[src/hw/rtl/miu_pkg.sv]
// Shared types and constants of the MIPS-I integer execute unit.
// Opcode, funct and status codes, and the multiply/divide request and response records.
// No dependencies.
package miu_pkg;

  localparam logic [5:0] OP_SPECIAL = 6'd0;
  localparam logic [5:0] OP_REGIMM  = 6'd1;
  localparam logic [5:0] OP_J       = 6'd2;
  localparam logic [5:0] OP_JAL     = 6'd3;
  localparam logic [5:0] OP_BEQ     = 6'd4;
  localparam logic [5:0] OP_BNE     = 6'd5;
  localparam logic [5:0] OP_BLEZ    = 6'd6;
  localparam logic [5:0] OP_BGTZ    = 6'd7;
  localparam logic [5:0] OP_ADDI    = 6'd8;
  localparam logic [5:0] OP_ADDIU   = 6'd9;
  localparam logic [5:0] OP_SLTI    = 6'd10;
  localparam logic [5:0] OP_SLTIU   = 6'd11;
  localparam logic [5:0] OP_ANDI    = 6'd12;
  localparam logic [5:0] OP_ORI     = 6'd13;
  localparam logic [5:0] OP_XORI    = 6'd14;
  localparam logic [5:0] OP_LUI     = 6'd15;
  localparam logic [5:0] OP_LB      = 6'd32;
  localparam logic [5:0] OP_LH      = 6'd33;
  localparam logic [5:0] OP_LW      = 6'd35;
  localparam logic [5:0] OP_LBU     = 6'd36;
  localparam logic [5:0] OP_LHU     = 6'd37;
  localparam logic [5:0] OP_SB      = 6'd40;
  localparam logic [5:0] OP_SH      = 6'd41;
  localparam logic [5:0] OP_SW      = 6'd43;

  localparam logic [5:0] FN_SLL     = 6'd0;
  localparam logic [5:0] FN_SRL     = 6'd2;
  localparam logic [5:0] FN_SRA     = 6'd3;
  localparam logic [5:0] FN_SLLV    = 6'd4;
  localparam logic [5:0] FN_SRLV    = 6'd6;
  localparam logic [5:0] FN_SRAV    = 6'd7;
  localparam logic [5:0] FN_JR      = 6'd8;
  localparam logic [5:0] FN_JALR    = 6'd9;
  localparam logic [5:0] FN_SYSCALL = 6'd12;
  localparam logic [5:0] FN_MFHI    = 6'd16;
  localparam logic [5:0] FN_MTHI    = 6'd17;
  localparam logic [5:0] FN_MFLO    = 6'd18;
  localparam logic [5:0] FN_MTLO    = 6'd19;
  localparam logic [5:0] FN_MULT    = 6'd24;
  localparam logic [5:0] FN_MULTU   = 6'd25;
  localparam logic [5:0] FN_DIV     = 6'd26;
  localparam logic [5:0] FN_DIVU    = 6'd27;
  localparam logic [5:0] FN_ADD     = 6'd32;
  localparam logic [5:0] FN_ADDU    = 6'd33;
  localparam logic [5:0] FN_SUB     = 6'd34;
  localparam logic [5:0] FN_SUBU    = 6'd35;
  localparam logic [5:0] FN_AND     = 6'd36;
  localparam logic [5:0] FN_OR      = 6'd37;
  localparam logic [5:0] FN_XOR     = 6'd38;
  localparam logic [5:0] FN_NOR     = 6'd39;
  localparam logic [5:0] FN_SLT     = 6'd42;
  localparam logic [5:0] FN_SLTU    = 6'd43;

  localparam logic [4:0] RT_BLTZ    = 5'd0;
  localparam logic [4:0] RT_BGEZ    = 5'd1;

  localparam logic [1:0] STS_OK     = 2'd0;
  localparam logic [1:0] STS_UNSUP  = 2'd1;
  localparam logic [1:0] STS_ADDR   = 2'd2;
  localparam logic [1:0] STS_EXIT   = 2'd3;

  localparam logic [31:0] EXIT_CODE = 32'd10;
  localparam logic [4:0]  V0_INDEX  = 5'd2;
  localparam logic [4:0]  RA_INDEX  = 5'd31;

  typedef enum logic [1:0] {
    MD_MULT  = 2'd0,
    MD_MULTU = 2'd1,
    MD_DIV   = 2'd2,
    MD_DIVU  = 2'd3
  } md_op_t;

  typedef struct packed {
    logic   start;
    md_op_t op;
  } md_req_t;

  typedef struct packed {
    logic        done;
    logic [31:0] hi;
    logic [31:0] lo;
  } md_rsp_t;

endpackage

[src/hw/rtl/miu_muldiv.sv]
// Iterative multiply/divide unit: one bit per cycle, 32 steps, then a sign fix-up of the result.
// Depends on miu_pkg.
module miu_muldiv (
  input  logic             clk,
  input  logic             rst_n,
  input  miu_pkg::md_req_t req,
  input  logic [31:0]      a,
  input  logic [31:0]      b,
  output miu_pkg::md_rsp_t rsp
);
  import miu_pkg::*;

  logic        busy_r, fin_r, is_div_r, neg_lo_r, neg_hi_r;
  logic [4:0]  cnt_r;
  logic [63:0] prod_r, prod_nxt;
  logic [31:0] mb_r;
  logic        done_r;
  logic [31:0] hi_res_r, lo_res_r;

  logic        sgn, a_neg, b_neg;
  logic [31:0] ma, mb;
  logic [32:0] mul_sum;
  logic [33:0] trial;
  logic [63:0] prod_neg;

  assign sgn   = (req.op == MD_MULT) || (req.op == MD_DIV);
  assign a_neg = sgn & a[31];
  assign b_neg = sgn & b[31];
  assign ma    = a_neg ? (32'd0 - a) : a;
  assign mb    = b_neg ? (32'd0 - b) : b;

  assign mul_sum  = {1'b0, prod_r[63:32]} + (prod_r[0] ? {1'b0, mb_r} : 33'd0);
  assign trial    = {1'b0, prod_r[63:31]} - {2'b00, mb_r};
  assign prod_neg = 64'd0 - prod_r;

  always_comb begin
    if (is_div_r) begin
      prod_nxt = trial[33] ? {prod_r[62:0], 1'b0} : {trial[31:0], prod_r[30:0], 1'b1};
    end else begin
      prod_nxt = {mul_sum, prod_r[31:1]};
    end
  end

  always_ff @(posedge clk) begin
    if (!rst_n) begin
      busy_r <= 1'b0;
      fin_r  <= 1'b0;
      cnt_r  <= '0;
      done_r <= 1'b0;
    end else begin
      done_r <= fin_r && !busy_r && !req.start;
      if (req.start) begin
        busy_r <= 1'b1;
        cnt_r  <= '0;
      end else if (busy_r) begin
        cnt_r <= cnt_r + 5'd1;
        if (cnt_r == 5'd31) begin
          busy_r <= 1'b0;
          fin_r  <= 1'b1;
        end
      end else if (fin_r) begin
        fin_r <= 1'b0;
      end
    end
  end

  always_ff @(posedge clk) begin
    if (req.start) begin
      prod_r   <= {32'd0, ma};
      mb_r     <= mb;
      is_div_r <= (req.op == MD_DIV) || (req.op == MD_DIVU);
      neg_lo_r <= a_neg ^ b_neg;
      neg_hi_r <= a_neg;
    end else if (busy_r) begin
      prod_r <= prod_nxt;
    end
    if (fin_r) begin
      if (is_div_r) begin
        lo_res_r <= neg_lo_r ? prod_neg[31:0] : prod_r[31:0];
        hi_res_r <= neg_hi_r ? (32'd0 - prod_r[63:32]) : prod_r[63:32];
      end else begin
        lo_res_r <= neg_lo_r ? prod_neg[31:0] : prod_r[31:0];
        hi_res_r <= neg_lo_r ? prod_neg[63:32] : prod_r[63:32];
      end
    end
  end

  assign rsp = '{done: done_r, hi: hi_res_r, lo: lo_res_r};

  property p_done_after_fin;
    @(posedge clk) disable iff (!rst_n) fin_r && !busy_r && !req.start |=> rsp.done;
  endproperty
  a_done_after_fin: assert property (p_done_after_fin) else $error("md: missing done");

  property p_no_overlap;
    @(posedge clk) disable iff (!rst_n) busy_r |-> !fin_r;
  endproperty
  a_no_overlap: assert property (p_no_overlap) else $error("md: busy and fin together");

  property p_done_single;
    @(posedge clk) disable iff (!rst_n) rsp.done |=> !rsp.done;
  endproperty
  a_done_single: assert property (p_done_single) else $error("md: done held");

endmodule

[config.mk]
export PLATFORM = sky130hd
export DESIGN_NAME = miu_muldiv
export DESIGN_NICKNAME = d
export VERILOG_FILES = /design/src/hw/rtl/miu_pkg.sv /design/src/hw/rtl/miu_muldiv.sv
export SDC_FILE = /design/constraint.sdc
export NUM_CORES = 1
export LEC_CHECK = 0
export BUFFER_PORTS_ARGS = -buffer_cell sky130_fd_sc_hd__clkbuf_2
export CAP_MARGIN = 20
export CORE_MARGIN = 5
export CORE_UTILIZATION = 55
export CTS_CLUSTER_SIZE = 16
export DETAILED_ROUTE_END_ITERATION = 8
export MAX_ROUTING_LAYER = met4
export PLACE_DENSITY = 0.79
export SYNTH_ARGS = -nofsm -noshare
export SYNTH_HDL_FRONTEND = slang
export SYNTH_SLANG_ARGS = --single-unit
[constraint.sdc]
create_clock -name clk -period 4.7 [get_ports clk]
set_input_delay 0.94 -clock clk [delete_from_list [all_inputs] [get_ports clk]]
set_output_delay 0.94 -clock clk [all_outputs]
set_load 0.02 [all_outputs]
==> results.md <==
* Status: complete, no violations
* CP Data Arrival Time at 4.50 ns
* Critical path launch point type: flip-flop
* Initial Utilization at 0.559
* Dpl cells at 1896
* Die Height at 165 um
* CP most frequent cell: o211ai_1
* TNS Setup at 0 ns
* Reg clk slew, reported paths at 0.08 ns
* Initial antenna violation count at 0
* Setup Buffers After CTS at 0
* Num CTS Buffers at 17
* Type of element capturing the critical path: flip-flop
* Hold Crit Class: flip-flop to flip-flop
* # hold bufs at CTS at 0
* Commonest non-fill, non-tap cell in the layout: clkbuf_2
* GRT overflow at 0
* Antenna cell count at 0
* Clk buf depth at 2
* EDFF count, synth at 131
* IO Count at 134
* Avg Synthesized Cell Area at 8.77 um2
* GRT Total Usage at 0.284
* Power per cell area at 334 nW/um2
* Share of cells above drive strength 1 at 0.128
* Worst R2R Path Depth at 12
* Relative max-transition margin at 0.275
* CTS tree: built
* Cell count after synthesis at 1502
* Final Critical Period at 4.16 ns
* RR Startpoint: prod_r[0]
* Leakage power at 6.16 nW
* First DRT Iteration DRCs at 1309
* Number of port buffers at 133
* Die W at 165 um
* Critical-path cell list: inv_1, nor2_1, ha_1, a211oi_1, o211ai_1, nand2_1, o211ai_1, o31ai_1, o21ai_0, xnor2_1, nor3_1, a211o_1
* Final Core Density at 0.624
* Finished Cell Area at 14700 um2
* Total routed wirelength at 37600 um
* Wire length per cell at 19.5 um
* Register area share after synthesis at 0.359
* Flops & latches, synth at 171
* CP max FO at 22
* RSZ-0062 raised after global routing: false
* Synth async-reset ratio at 0
* # Max-Cap Violations at 0
* Hold EP: cnt_r[4]
* First-pass GRT wire length at 59600 um
* Syn_nets at 1643
* Die Area at 27100 um2
* Root buffer cell: clkbuf_16
* Post-synth top flop: edfxtp_1
* Max Clock Freq at 240 MHz
* Antenna Violating Nets Remaining at 0
* Clock sink count at 171
* R2R Setup Slk at 0.54 ns
* DP Area at 14100 um2
* Pre-antenna DRT Iters at 6
* Layout area overhead at 11.6%
* CP startpoint: prod_r[0]
* Crit path buffers/inverters at 1
* Final nets at 1737
* Post-Synthesis Cell Area at 13200 um2
* CTS H-tree lvls at 4
* Crit path kind: flip-flop to flip-flop
* Vias in the first global route at 11200
* Reg-to-Reg End: prod_r[60]
* Layout Cells excl Fill at 1928
* Final setup skew at 0.0133 ns
* Worst-Skew Late Latency at 0.45 ns
* Slew @ Worst Pin at 1.09 ns
* Core area at 23500 um2
* Via count at 12055
* Hpwl dp at 28800 um
* Period utilization at 0.885
* Final max-slew violation count at 0
* DRC Markers at 0
* Post-synth cell types at 75
* Hold WS at 0.513 ns
* Endpoints failing setup at 0
* Hold path depth at 2
* CP delay by family, top: compound AO/OA/AOI/OAI gates
* Worst Hold Launch: cnt_r[4]
* Routability cong. at 1.04
* Slowest-stage cell, CP: o31ai_1
* Max IR drop VDD at 0.212 mV
* Commonest cells after routing, fill and taps aside: clkbuf_2, edfxtp_1, o21ai_0
* Post-cts resize count at 0
* Via/cell ratio at 6.25
* Row count at 56
* CP required at 5.04 ns
* CP peak stage delay at 0.56 ns
* Hold Vio Cnt, Final at 0
* Synth warn at 0
* Largest net degree at the start of global routing at 86
[flip-flops by register name, indices dropped and copies added (netlist names)]
| name | cells |
|---|---|
| mb_r | 32 |
| busy_r | 1 |
| hi_res_r | 32 |
| is_div_r | 1 |
| neg_hi_r | 1 |
| fin_r | 1 |
| lo_res_r | 32 |
| prod_r | 64 |
| neg_lo_r | 1 |
| done_r | 1 |
| cnt_r | 5 |
[cells in the mapped netlist, types with 39 or more instances]
library cell | number | area share
edfxtp_1 | 131 | 0.30
clkbuf_1 | 65 | 0.019
o21ai_0 | 130 | 0.049
ha_1 | 70 | 0.067
nor2_1 | 124 | 0.035
a21oi_1 | 114 | 0.043
inv_1 | 64 | 0.018
dfxtp_1 | 40 | 0.061
nand2_1 | 126 | 0.036
mux2i_1 | 39 | 0.030
xnor2_1 | 106 | 0.070
xor2_1 | 66 | 0.044
[worst max-delay path by stage]
stage                 end  slack, ns  depth (start not counted)
2_1_floorplan  prod_r[29]       1.54                          9
5_1_grt        prod_r[60]       0.38                         12
3_3_place_gp   prod_r[60]       1.03                         12
4_1_cts        prod_r[60]       0.71                         12
3_5_place_dp   prod_r[60]       0.86                         12
6_report       prod_r[60]       0.54                         12
[worst reg2reg max path: stages, from the launching register on]
cell      delay [ns]
edfxtp_1        0.50
inv_1           0.53
nor2_1          0.20
ha_1            0.34
a211oi_1        0.47
o211ai_1        0.27
nand2_1         0.20
o211ai_1        0.16
o31ai_1         0.56
o21ai_0         0.26
xnor2_1         0.18
nor3_1          0.06
a211o_1         0.31
[per-stage QoR]
step	setup WS (ns)	power, mW
2_1_floorplan	1.54	2.99
3_3_place_gp	1.03	3.40
3_5_place_dp	0.861	3.43
4_1_cts	0.709	4.87
5_1_grt	0.381	5.13
6_report	0.541	4.91
[where the power goes]
group / switching [mW] / internal, mW
registers: 0.169 / 1.77
clock network: 0.731 / 0.726
logic: 0.925 / 0.586
[logic make-up after synthesis]
kind of cell / share of synthesized area
buffers and inverters: 0.0425
flip-flops: 0.359
adder cells (fa/ha/maj): 0.0695
multiplexers: 0.0305
XOR/XNOR: 0.114
AND/OR/NAND/NOR: 0.165
AO/OA/AOI/OAI: 0.218
[metal layers]
metal  routed length, um  part of all wire  track usage  up-vias
met1               16900              0.45        0.411     5590
met4                 845             0.022       0.0794        0
met5                   0                 0            -        -
met2               16100              0.43        0.420      655
li1                    -                 -            -     5735
met3                3770              0.10       0.0407       75
[layout make-up]
class	count	area, um2
fill	2014	8840
multi-input combinational	1187	7880
sequential	171	4740
timing repair buffer	153	818
clock buffer	17	425
tap	319	399
inverter	66	248
clock inverter	15	198
No activity file was read; power rests on OpenSTA's default activity.
